[src/rtl/core/fht_pkg.sv]
`timescale 1ns / 1ps
// ----------------------------------------------------------------------------
// Folding hash table package
// Payload types and command and status codes shared by the interfaces and the
// table logic.
// ----------------------------------------------------------------------------
package fht_pkg;

    localparam int unsigned CMD_W      = 2;
    localparam int unsigned KEY_W      = 31;
    localparam int unsigned STATUS_W   = 3;
    localparam int unsigned SLOT_OUT_W = 7;

    // Decimal radix and the number of decimal digits in the largest key.
    localparam int unsigned DEC_RADIX  = 10;
    localparam int unsigned KEY_DIGITS = 10;

    typedef logic [CMD_W-1:0]      t_cmd;
    typedef logic [KEY_W-1:0]      t_key;
    typedef logic [STATUS_W-1:0]   t_status;
    typedef logic [SLOT_OUT_W-1:0] t_slot_out;

    localparam t_cmd CMD_INSERT = 2'd0;
    localparam t_cmd CMD_DELETE = 2'd1;
    localparam t_cmd CMD_SEARCH = 2'd2;

    localparam t_status ST_INSERTED  = 3'd0;
    localparam t_status ST_COLLISION = 3'd1;
    localparam t_status ST_DELETED   = 3'd2;
    localparam t_status ST_FOUND     = 3'd3;
    localparam t_status ST_NOT_FOUND = 3'd4;

endpackage

[src/rtl/core/fht_cmd_if.sv]
`timescale 1ns / 1ps
// ----------------------------------------------------------------------------
// Folding hash table command channel
// Valid/ready channel that carries one table command and its key.
// ----------------------------------------------------------------------------
interface fht_cmd_if;

    logic          valid;
    logic          ready;
    fht_pkg::t_cmd cmd;
    fht_pkg::t_key key;

    modport source (output valid, output cmd, output key, input ready);
    modport sink   (input valid, input cmd, input key, output ready);

endinterface

[src/rtl/core/fht_rsp_if.sv]
`timescale 1ns / 1ps
// ----------------------------------------------------------------------------
// Folding hash table response channel
// Valid/ready channel that carries the status and hash slot of one command.
// ----------------------------------------------------------------------------
interface fht_rsp_if;

    logic               valid;
    logic               ready;
    fht_pkg::t_status   status;
    fht_pkg::t_slot_out slot;

    modport source (output valid, output status, output slot, input ready);
    modport sink   (input valid, input status, input slot, output ready);

endinterface

[src/rtl/core/fht_ram.sv]
`timescale 1ns / 1ps
// ----------------------------------------------------------------------------
// Generic simple dual-port RAM
// One write port and one read port with a registered read.
// ----------------------------------------------------------------------------
module fht_ram #(
    parameter int unsigned WIDTH = 32,
    parameter int unsigned DEPTH = 100
) (
    input  logic                     i_clk,
    input  logic                     i_wr_en,
    input  logic [$clog2(DEPTH)-1:0] i_wr_addr,
    input  logic [WIDTH-1:0]         i_wr_data,
    input  logic                     i_rd_en,
    input  logic [$clog2(DEPTH)-1:0] i_rd_addr,
    output logic [WIDTH-1:0]         o_rd_data
);

    logic [WIDTH-1:0] r_mem [DEPTH];
    logic [WIDTH-1:0] r_rd_data;

    always_ff @(posedge i_clk) begin
        if (i_wr_en) begin
            r_mem[i_wr_addr] <= i_wr_data;
        end
        if (i_rd_en) begin
            r_rd_data <= r_mem[i_rd_addr];
        end
    end

    assign o_rd_data = r_rd_data;

endmodule

[src/rtl/core/fht_cdiv.sv]
`timescale 1ns / 1ps
// ----------------------------------------------------------------------------
// Division by a constant
// Two-stage quotient and remainder of an unsigned value by a fixed divisor,
// using a reciprocal multiply followed by a single correction step.
// ----------------------------------------------------------------------------
module fht_cdiv #(
    parameter int unsigned W       = 31,
    parameter int unsigned DIVISOR = 100
) (
    input  logic         i_clk,
    input  logic [W-1:0] i_dividend,
    output logic [W-1:0] o_quot,
    output logic [W-1:0] o_rem
);

    localparam logic [W-1:0] RECIP = W'((64'd1 << W) / DIVISOR);
    localparam logic [W-1:0] DIV_C = W'(DIVISOR);

    logic [2*W-1:0] w_prod;
    logic [W-1:0]   r_x;
    logic [W-1:0]   r_q0;
    logic [W-1:0]   w_mq;
    logic [W-1:0]   w_rem0;

    // The truncated reciprocal product is at most one below the true quotient.
    assign w_prod = (2*W)'(i_dividend) * (2*W)'(RECIP);

    always_ff @(posedge i_clk) begin
        r_x  <= i_dividend;
        r_q0 <= w_prod[2*W-1:W];
    end

    assign w_mq   = r_q0 * DIV_C;
    assign w_rem0 = r_x - w_mq;

    always_comb begin
        if (w_rem0 >= DIV_C) begin
            o_quot = r_q0 + W'(1);
            o_rem  = w_rem0 - DIV_C;
        end else begin
            o_quot = r_q0;
            o_rem  = w_rem0;
        end
    end

endmodule

[src/rtl/core/folding_hash_table.sv]
`timescale 1ns / 1ps
// ----------------------------------------------------------------------------
// Folding hash table
// Single-entry-per-slot key table addressed by a decimal folding hash.
// ----------------------------------------------------------------------------
// After reset the block sweeps the table once to mark every slot empty, during
// which no command is taken. Each command then folds its key one decimal digit
// group at a time through S_FOLD_MUL and S_FOLD_ACC, up to and including its most
// significant non-zero group (none for a zero key, at most five with two-digit
// groups), the constant divider peeling off each group. The folded sum is reduced
// in S_MOD_DONE when it reaches 10^GROUP_DIGITS, and the slot is reduced modulo
// TABLE_DEPTH in S_IDX when 10^GROUP_DIGITS exceeds TABLE_DEPTH. The entry is read
// in S_READ and written back in S_EXEC for a delete or an insert into an empty slot.
// A response waiting in the output register does not stop the next command from
// being taken, but that command's result waits in S_RESULT until the register is
// free. Code 3 on the command field is dropped without a response.
module folding_hash_table #(
    parameter int unsigned GROUP_DIGITS = 2,
    parameter int unsigned TABLE_DEPTH  = 100
) (
    input  logic i_clk,
    input  logic i_rst_n,
    fht_cmd_if.sink   i_cmd,
    fht_rsp_if.source o_rsp
);

    localparam int unsigned GROUP_MOD = fht_pkg::DEC_RADIX ** GROUP_DIGITS;
    localparam int unsigned NGROUPS   =
        (fht_pkg::KEY_DIGITS + GROUP_DIGITS - 1) / GROUP_DIGITS;
    localparam int unsigned SUM_W     = $clog2(NGROUPS * GROUP_MOD);
    localparam int unsigned SLOT_W    = $clog2(GROUP_MOD);
    localparam int unsigned IDX_W     = $clog2(TABLE_DEPTH);
    localparam int unsigned KEY_W     = fht_pkg::KEY_W;
    localparam int unsigned ENTRY_W   = KEY_W + 1;
    localparam bit          NEED_IDX_DIV = (GROUP_MOD > TABLE_DEPTH);

    typedef enum logic [9:0] {
        S_CLEAR    = 10'b00_0000_0001,
        S_IDLE     = 10'b00_0000_0010,
        S_FOLD_MUL = 10'b00_0000_0100,
        S_FOLD_ACC = 10'b00_0000_1000,
        S_MOD_CHK  = 10'b00_0001_0000,
        S_MOD_DONE = 10'b00_0010_0000,
        S_IDX      = 10'b00_0100_0000,
        S_READ     = 10'b00_1000_0000,
        S_EXEC     = 10'b01_0000_0000,
        S_RESULT   = 10'b10_0000_0000
    } t_state;

    t_state             r_state, n_state;
    logic               r_out_valid, n_out_valid;
    logic [IDX_W-1:0]   r_clr_addr, n_clr_addr;

    fht_pkg::t_cmd      r_cmd, n_cmd;
    fht_pkg::t_key      r_kin, n_kin;
    fht_pkg::t_key      r_key, n_key;
    logic [SUM_W-1:0]   r_sum, n_sum;
    logic [SLOT_W-1:0]  r_slot, n_slot;
    logic [IDX_W-1:0]   r_idx, n_idx;
    fht_pkg::t_status   r_pend, n_pend;
    fht_pkg::t_status   r_out_status, n_out_status;
    fht_pkg::t_slot_out r_out_slot, n_out_slot;

    logic [KEY_W-1:0]   w_div_in;
    logic [KEY_W-1:0]   w_div_quot;
    logic [KEY_W-1:0]   w_div_rem;
    logic [IDX_W-1:0]   w_idx_calc;

    logic               w_wr_en;
    logic [IDX_W-1:0]   w_wr_addr;
    logic [ENTRY_W-1:0] w_wr_data;
    logic               w_rd_en;
    logic [ENTRY_W-1:0] w_rd_data;

    logic               w_cmd_xfer;
    logic               w_out_free;
    fht_pkg::t_status   w_status;

    // One divider serves both the digit-group folding and the final reduction
    // of the folded sum.
    assign w_div_in = (r_state == S_FOLD_MUL) ? r_key : KEY_W'(r_sum);

    fht_cdiv #(
        .W       (KEY_W),
        .DIVISOR (GROUP_MOD)
    ) u_group_div (
        .i_clk      (i_clk),
        .i_dividend (w_div_in),
        .o_quot     (w_div_quot),
        .o_rem      (w_div_rem)
    );

    generate
        if (NEED_IDX_DIV) begin : g_idx_div
            logic [SLOT_W-1:0] w_idx_rem;

            fht_cdiv #(
                .W       (SLOT_W),
                .DIVISOR (TABLE_DEPTH)
            ) u_idx_div (
                .i_clk      (i_clk),
                .i_dividend (r_slot),
                .o_quot     (),
                .o_rem      (w_idx_rem)
            );

            assign w_idx_calc = IDX_W'(w_idx_rem);
        end else begin : g_idx_direct
            assign w_idx_calc = IDX_W'(r_slot);
        end
    endgenerate

    // Each entry holds the occupancy flag above the stored key.
    fht_ram #(
        .WIDTH (ENTRY_W),
        .DEPTH (TABLE_DEPTH)
    ) u_table (
        .i_clk     (i_clk),
        .i_wr_en   (w_wr_en),
        .i_wr_addr (w_wr_addr),
        .i_wr_data (w_wr_data),
        .i_rd_en   (w_rd_en),
        .i_rd_addr (w_idx_calc),
        .o_rd_data (w_rd_data)
    );

    assign i_cmd.ready  = (r_state == S_IDLE);
    assign w_cmd_xfer   = i_cmd.valid && (r_state == S_IDLE);
    assign w_out_free   = !r_out_valid || o_rsp.ready;
    assign w_rd_en      = (r_state == S_READ);

    assign o_rsp.valid  = r_out_valid;
    assign o_rsp.status = r_out_status;
    assign o_rsp.slot   = r_out_slot;

    // Outcome of the command from the entry just read.
    always_comb begin
        case (r_cmd)
            fht_pkg::CMD_INSERT: begin
                w_status = w_rd_data[KEY_W] ? fht_pkg::ST_COLLISION : fht_pkg::ST_INSERTED;
            end
            fht_pkg::CMD_DELETE: begin
                w_status = fht_pkg::ST_DELETED;
            end
            fht_pkg::CMD_SEARCH: begin
                w_status = (w_rd_data[KEY_W] && (w_rd_data[KEY_W-1:0] == r_kin)) ?
                           fht_pkg::ST_FOUND : fht_pkg::ST_NOT_FOUND;
            end
            default: begin
                w_status = fht_pkg::ST_NOT_FOUND;
            end
        endcase
    end

    always_comb begin
        n_state      = r_state;
        n_out_valid  = r_out_valid;
        n_clr_addr   = r_clr_addr;
        n_cmd        = r_cmd;
        n_kin        = r_kin;
        n_key        = r_key;
        n_sum        = r_sum;
        n_slot       = r_slot;
        n_idx        = r_idx;
        n_pend       = r_pend;
        n_out_status = r_out_status;
        n_out_slot   = r_out_slot;
        w_wr_en      = 1'b0;
        w_wr_addr    = r_idx;
        w_wr_data    = {1'b0, r_kin};

        if (r_out_valid && o_rsp.ready) begin
            n_out_valid = 1'b0;
        end

        case (r_state)
            S_CLEAR: begin
                w_wr_en    = 1'b1;
                w_wr_addr  = r_clr_addr;
                w_wr_data  = '0;
                n_clr_addr = r_clr_addr + IDX_W'(1);
                if (r_clr_addr == IDX_W'(TABLE_DEPTH - 1)) begin
                    n_state = S_IDLE;
                end
            end
            S_IDLE: begin
                if (w_cmd_xfer && (i_cmd.cmd inside {fht_pkg::CMD_INSERT,
                                                     fht_pkg::CMD_DELETE,
                                                     fht_pkg::CMD_SEARCH})) begin
                    n_cmd   = i_cmd.cmd;
                    n_kin   = i_cmd.key;
                    n_key   = i_cmd.key;
                    n_sum   = '0;
                    n_state = S_FOLD_MUL;
                end
            end
            S_FOLD_MUL: begin
                if (r_key == '0) begin
                    n_state = S_MOD_CHK;
                end else begin
                    n_state = S_FOLD_ACC;
                end
            end
            S_FOLD_ACC: begin
                n_key   = w_div_quot;
                n_sum   = r_sum + SUM_W'(w_div_rem);
                n_state = S_FOLD_MUL;
            end
            S_MOD_CHK: begin
                if (r_sum < SUM_W'(GROUP_MOD)) begin
                    n_slot  = SLOT_W'(r_sum);
                    n_state = NEED_IDX_DIV ? S_IDX : S_READ;
                end else begin
                    n_state = S_MOD_DONE;
                end
            end
            S_MOD_DONE: begin
                n_slot  = SLOT_W'(w_div_rem);
                n_state = NEED_IDX_DIV ? S_IDX : S_READ;
            end
            S_IDX: begin
                n_state = S_READ;
            end
            S_READ: begin
                n_idx   = w_idx_calc;
                n_state = S_EXEC;
            end
            S_EXEC: begin
                if (r_cmd == fht_pkg::CMD_DELETE) begin
                    w_wr_en   = 1'b1;
                    w_wr_data = {1'b0, r_kin};
                end else if ((r_cmd == fht_pkg::CMD_INSERT) && !w_rd_data[KEY_W]) begin
                    w_wr_en   = 1'b1;
                    w_wr_data = {1'b1, r_kin};
                end
                if (w_out_free) begin
                    n_out_valid  = 1'b1;
                    n_out_status = w_status;
                    n_out_slot   = fht_pkg::t_slot_out'(r_slot);
                    n_state      = S_IDLE;
                end else begin
                    n_pend  = w_status;
                    n_state = S_RESULT;
                end
            end
            S_RESULT: begin
                if (w_out_free) begin
                    n_out_valid  = 1'b1;
                    n_out_status = r_pend;
                    n_out_slot   = fht_pkg::t_slot_out'(r_slot);
                    n_state      = S_IDLE;
                end
            end
            default: begin
                n_state = S_IDLE;
            end
        endcase
    end

    always_ff @(posedge i_clk) begin
        if (!i_rst_n) begin
            r_state     <= S_CLEAR;
            r_out_valid <= 1'b0;
            r_clr_addr  <= '0;
        end else begin
            r_state     <= n_state;
            r_out_valid <= n_out_valid;
            r_clr_addr  <= n_clr_addr;
        end
    end

    always_ff @(posedge i_clk) begin
        r_cmd        <= n_cmd;
        r_kin        <= n_kin;
        r_key        <= n_key;
        r_sum        <= n_sum;
        r_slot       <= n_slot;
        r_idx        <= n_idx;
        r_pend       <= n_pend;
        r_out_status <= n_out_status;
        r_out_slot   <= n_out_slot;
    end

`ifndef SYNTHESIS
    // A new response only appears once a command has been carried out.
    a_rsp_source: assert property (@(posedge i_clk) disable iff (!i_rst_n)
        $rose(r_out_valid) |-> ($past(r_state) == S_EXEC || $past(r_state) == S_RESULT))
        else $error("response raised outside the execute or result state");

    // Each folding step peels off a digit group that is below the group modulus.
    a_group_range: assert property (@(posedge i_clk) disable iff (!i_rst_n)
        (r_state == S_FOLD_ACC) |-> (w_div_rem < KEY_W'(GROUP_MOD)))
        else $error("digit group out of range");

    // The remaining key shrinks with every folded group.
    a_key_shrinks: assert property (@(posedge i_clk) disable iff (!i_rst_n)
        (r_state == S_FOLD_ACC) |=> (r_key < $past(r_key)))
        else $error("folding made no progress");

    // The hash slot is reduced before the table is addressed.
    a_slot_range: assert property (@(posedge i_clk) disable iff (!i_rst_n)
        (r_state == S_READ) |-> (32'(r_slot) < GROUP_MOD))
        else $error("hash slot not reduced");

    // The table index stays inside the table.
    a_idx_range: assert property (@(posedge i_clk) disable iff (!i_rst_n)
        (r_state == S_EXEC) |-> (32'(r_idx) < TABLE_DEPTH))
        else $error("table index beyond the table");
`endif

endmodule
[src/flat_wrapper.sv]
// flat-port wrapper written by rule: the top's interface ports become plain ports
module folding_hash_table_flat 
#(
    parameter int unsigned GROUP_DIGITS = 2,
    parameter int unsigned TABLE_DEPTH  = 100
)
  (i_clk, i_rst_n, i_cmd_valid, i_cmd_cmd, i_cmd_key, i_cmd_ready, o_rsp_valid, o_rsp_status, o_rsp_slot, o_rsp_ready);
  fht_cmd_if i_cmd_i ();
  fht_rsp_if o_rsp_i ();
  input  logic i_clk;
  input  logic i_rst_n;
  input wire logic [$bits(i_cmd_i.valid)-1:0] i_cmd_valid;
  input wire logic [$bits(i_cmd_i.cmd)-1:0] i_cmd_cmd;
  input wire logic [$bits(i_cmd_i.key)-1:0] i_cmd_key;
  output wire logic [$bits(i_cmd_i.ready)-1:0] i_cmd_ready;
  output wire logic [$bits(o_rsp_i.valid)-1:0] o_rsp_valid;
  output wire logic [$bits(o_rsp_i.status)-1:0] o_rsp_status;
  output wire logic [$bits(o_rsp_i.slot)-1:0] o_rsp_slot;
  input wire logic [$bits(o_rsp_i.ready)-1:0] o_rsp_ready;
  assign i_cmd_i.valid = i_cmd_valid;
  assign i_cmd_i.cmd = i_cmd_cmd;
  assign i_cmd_i.key = i_cmd_key;
  assign i_cmd_ready = i_cmd_i.ready;
  assign o_rsp_valid = o_rsp_i.valid;
  assign o_rsp_status = o_rsp_i.status;
  assign o_rsp_slot = o_rsp_i.slot;
  assign o_rsp_i.ready = o_rsp_ready;
  folding_hash_table #(.GROUP_DIGITS(GROUP_DIGITS), .TABLE_DEPTH(TABLE_DEPTH)) u_core (.i_clk(i_clk), .i_rst_n(i_rst_n), .i_cmd(i_cmd_i), .o_rsp(o_rsp_i));
endmodule
[config.mk]
export PLATFORM = sky130hd
export DESIGN_NAME = folding_hash_table_flat
export DESIGN_NICKNAME = d
export VERILOG_FILES = /design/src/rtl/core/fht_pkg.sv /design/src/rtl/core/fht_cmd_if.sv /design/src/rtl/core/fht_rsp_if.sv /design/src/rtl/core/fht_ram.sv /design/src/rtl/core/fht_cdiv.sv /design/src/rtl/core/folding_hash_table.sv /design/src/flat_wrapper.sv
export SDC_FILE = /design/constraint.sdc
export NUM_CORES = 2
export LEC_CHECK = 0
export ABC_AREA = 1
export BUFFER_PORTS_ARGS = -buffer_cell sky130_fd_sc_hd__buf_2
export CELL_PAD_IN_SITES_DETAIL_PLACEMENT = 1
export CELL_PAD_IN_SITES_GLOBAL_PLACEMENT = 2
export CORE_MARGIN = 5
export CORE_UTILIZATION = 49
export DETAILED_ROUTE_END_ITERATION = 16
export GPL_ROUTABILITY_DRIVEN = 0
export HOLD_SLACK_MARGIN = 0.12
export PLACE_DENSITY_LB_ADDON = 0.08
export REMOVE_ABC_BUFFERS = 1
export SLEW_MARGIN = 10
export SYNTH_ARGS = -nofsm -noshare
export SYNTH_HDL_FRONTEND = slang
export SYNTH_SLANG_ARGS = --single-unit
export TNS_END_PERCENT = 30
[constraint.sdc]
create_clock -name i_clk -period 16.1 [get_ports i_clk]
set_input_delay 0 -clock i_clk [delete_from_list [all_inputs] [get_ports i_clk]]
set_output_delay 0 -clock i_clk [all_outputs]
set_load 0.01 [all_outputs]
==> results.sh <==
export IMPL_result_of_the_run="finished, final reports clean"
export IMPL_die_h_um=564.3
export IMPL_design_die_area_um2=318500
export IMPL_finalPower_w=0.02609
export IMPL_place_inst=15951
export IMPL_grt_max_degree=172
export IMPL_rows=203
export IMPL_cts_root_buf="sky130_fd_sc_hd__clkbuf_16"
export IMPL_dp_hpwl_um=308300
export IMPL_p_comb_share_pct=25.7
export IMPL_grt_pass1_vias=108800
export IMPL_cp_end_kind="flip-flop"
export IMPL_cts_path_max_buffers=4
export IMPL_drv_cap=0
export IMPL_vias=104843
export IMPL_drc_violation_count_after_routing=0
export IMPL_io_pins=49
export IMPL_worst_path_largest_cell_delay_ps=480
export IMPL_syn2layout_area_growth_pct=12.05
export IMPL_core_region_area_um2=305800
export IMPL_clkPwrFrac_pct=31.6
export IMPL_antenna_found_initial=21
export IMPL_avgSynthCellArea_um2=12.31
export IMPL_slew_viol_final=0
export IMPL_synth_area_um2=150600
export IMPL_power_sequential_fraction_pct=42.7
export IMPL_total_switching_power_w=0.008578
export IMPL_grt_overflow_total=0
export IMPL_fin_worst_skew_ps=58.61
export IMPL_ys_dominant_reg_cell="sky130_fd_sc_hd__edfxtp_1"
export IMPL_most_common_layout_cells="3332 x sky130_fd_sc_hd__edfxtp_1, 2084 x sky130_fd_sc_hd__nor2_1, 2000 x sky130_fd_sc_hd__o21ai_0, 739 x sky130_fd_sc_hd__nand2_1, 739 x sky130_fd_sc_hd__o22ai_1"
export IMPL_vias_per_cell=6.286
export IMPL_ys_async_sr_fraction_pct=0
export IMPL_cts_tree="done"
export IMPL_fp_dieW_um=564.3
export IMPL_final_nets=13041
export IMPL_drive_above_1_share_pct=8.243
export IMPL_type_of_the_worst_min_delay_path="in2reg"
export IMPL_cp_data_required_time_ps=16780
export IMPL_rsz0062_at_grt="no"
export IMPL_htree_num_levels=5
export IMPL_globalRouteTotalUtil_pct=32.58
export IMPL_power_per_cell_area_nw_per_um2=154.6
export IMPL_most_frequent_standard_cell_in_the_layout_excluding_fill_and_tap_cells="sky130_fd_sc_hd__edfxtp_1"
export IMPL_synth_edf_count=3332
export IMPL_vdd_ir_drop_worst_mv=0.1987
export IMPL_total_setup_violations_reported_at_the_end_of_the_flow=0
export IMPL_initialDrtViolationCount=10956
export IMPL_postRouteWirelength_um=528000
export IMPL_timing_critical_path_mode_cell="sky130_fd_sc_hd__nand2_1"
export IMPL_intPower_w=0.01751
export IMPL_synth_warn=0
export IMPL_hold_viol=0
export IMPL_initial_utilization_pct=49.24
export IMPL_ant_nets=0
export IMPL_worstSetupPathType="reg2reg"
export IMPL_netlist_instances=12231
export IMPL_ys_types=60
export IMPL_routedWlPerCell_um=31.66
export IMPL_clkSlewWorstSetupHoldPaths_ps=60
export IMPL_worst_slew_margin_relative_to_its_limit_pct=9.956
export IMPL_global_route_wire_length_before_repair_um=758100
export IMPL_fmaxAchievable_ghz=0.1226
export IMPL_finish_cell_count_without_fillers=16678
export IMPL_power_switching_share_pct=32.88
export IMPL_critPathMaxFanout=33
export IMPL_number_of_buffers_added_by_the_clock_tree_synthesis_step=361
export IMPL_firstDrtPassIters=6
export IMPL_finalCritPeriodShare_pct=50.67
export IMPL_clk_latency_ps=950
export IMPL_synth_seq_area_share_pct=67.42
export IMPL_post_route_min_period_ps=8158
export IMPL_worst_pin_slew_ps=1347
export IMPL_critical_path_startpoint_type="flip-flop"
export IMPL_power_leakage_nw=59.18
export IMPL_ys_seq_elements=3405
export IMPL_clock_sinks=3405
export IMPL_port_buffers=48
export IMPL_cp_slowest_cell="sky130_fd_sc_hd__fa_1"
export IMPL_cp_arrival_ps=8830
==> power groups by stage <==
| stage | clock network (W) | logic, W | registers (W) |
|---|---|---|---|
| 6_report | 0.00824 | 0.00671 | 0.0111 |
| 4_1_cts | 0.00833 | 0.00673 | 0.0111 |
| 5_1_grt | 0.00872 | 0.00741 | 0.0112 |
| 3_3_place_gp | 0 | 0.00652 | 0.0113 |
| 2_1_floorplan | 0 | 0.00397 | 0.0114 |
| 3_5_place_dp | 0 | 0.00665 | 0.0113 |
==> through the flow <==
| step | setup TNS [ps] | hold slack (ps) | setup WS [ps] | util [%] | area [µm²] |
|---|---|---|---|---|---|
| 2_1_floorplan | -3962640 | 68.94 | -123420 | - | 147600 |
| 3_3_place_gp | 0 | 244.1 | 8038 | 51.17 | 156500 |
| 6_report | 0 | 178.8 | 7942 | 55.17 | 168700 |
| 4_1_cts | 0 | 123.8 | 7966 | 55.16 | 168700 |
| 3_5_place_dp | 0 | 240.2 | 7999 | 51.17 | 156500 |
| 5_1_grt | 0 | 161.7 | 7155 | 55.17 | 168700 |
==> cells by family (layout without fill, tap and decap cells) <==
kind of cell | Yosys count | in the layout | share of synthesized area [%]
AO/OA/AOI/OAI | 3286 | 3286 | 12.26
flip-flops | 3405 | 3405 | 67.42
buffers and inverters | 1408 | 1745 | 3.669
other | 0 | 10 | 0
XOR/XNOR | 91 | 91 | 0.5343
AND/OR/NAND/NOR | 3321 | 3321 | 8.696
adder cells (fa/ha/maj) | 720 | 720 | 7.424
==> cells in the mapped netlist, drive strengths merged, types with 6 or more instances <==
cell type,instances,share of area [%]
nand4,33,0.14
a31oi,29,0.12
clkbuf,539,1.3
o32ai,11,0.064
buf,189,0.63
o221ai,166,0.97
a221oi,12,0.070
o21bai,10,0.050
xnor2,36,0.21
nor3,48,0.17
nand3,225,0.75
o211ai,45,0.22
a21o,8,0.040
nand2,743,1.9
nor4,26,0.12
nor2,2228,5.6
fa,289,3.8
edfxtp,3332,66
nand3b,6,0.030
xor2,55,0.32
o31ai,7,0.035
a311oi,6,0.035
a21oi,196,0.65
o22ai,739,3.1
o21ai,2022,6.7
ha,431,3.6
dfxtp,73,0.97
o21a,7,0.035
inv,677,1.7
==> layer usage <==
metal / track usage (%) / up-vias / wire [µm]
li1: - / 44636 / -
met1: 43.16 / 54592 / 208000
met2: 52.23 / 4541 / 246200
met3: 5.163 / 1068 / 41530
met4: 17.05 / 6 / 32190
met5: 0 / - / 40
==> final timing paths <==
check	startpoint	to	slack (ps)	depth (start not counted)
worst min-delay path	i_cmd_key[14]	u_core.r_key[14]	180	4
worst max-delay path	u_core.u_group_div.r_q0[3]	u_core.r_sum[8]	7940	44
worst min register to register	u_core.r_clr_addr[1]	u_core.r_clr_addr[1]	520	2
worst max register to register	u_core.u_group_div.r_q0[3]	u_core.r_sum[8]	7940	44
==> area by class of cell <==
class | count | area, µm²
Timing Repair Buffer | 418 | 3393
Tap cell | 4100 | 5130
Fill cell | 30618 | 137100
Clock inverter | 199 | 1973
Clock buffer | 448 | 9530
Inverter | 680 | 2587
Sequential cell | 3405 | 101500
Multi-Input combinational cell | 7418 | 44560
Antenna cell | 10 | 25.02
==> registers in the layout, indices dropped and copies added (netlist names) <==
register	count
u_core.o_rsp.slot	7
u_core.o_rsp.status	3
u_core.o_rsp.valid	1
u_core.r_clr_addr	7
u_core.r_cmd	2
u_core.r_idx	7
u_core.r_key	31
u_core.r_kin	31
u_core.r_pend	3
u_core.r_slot	7
u_core.r_state	9
u_core.r_sum	9
u_core.u_group_div.r_q0	25
u_core.u_group_div.r_x	31
u_core.u_table.o_rd_data	32
u_core.u_table.r_mem	3200
==> timing repair <==
| action | CTS | global route |
|---|---|---|
| endpoints found under the hold margin | 94 | 0 |
| hold buffers | 70 | 0 |
| resized for setup | 0 | 0 |
| setup buffers | 0 | 0 |
==> critical path: cells and delay by family, from the launching register on <==
kind / cells / cell delay (ps)
DFF: 1 / 460
adders and majority gates: 6 / 1950
xor gates and xnor gates: 2 / 320
buffers and inverters: 5 / 610
and+or+nand+nor: 21 / 2300
AOI/OAI and AO/OA: 10 / 2220
No activity file was read; power rests on OpenSTA's default activity.
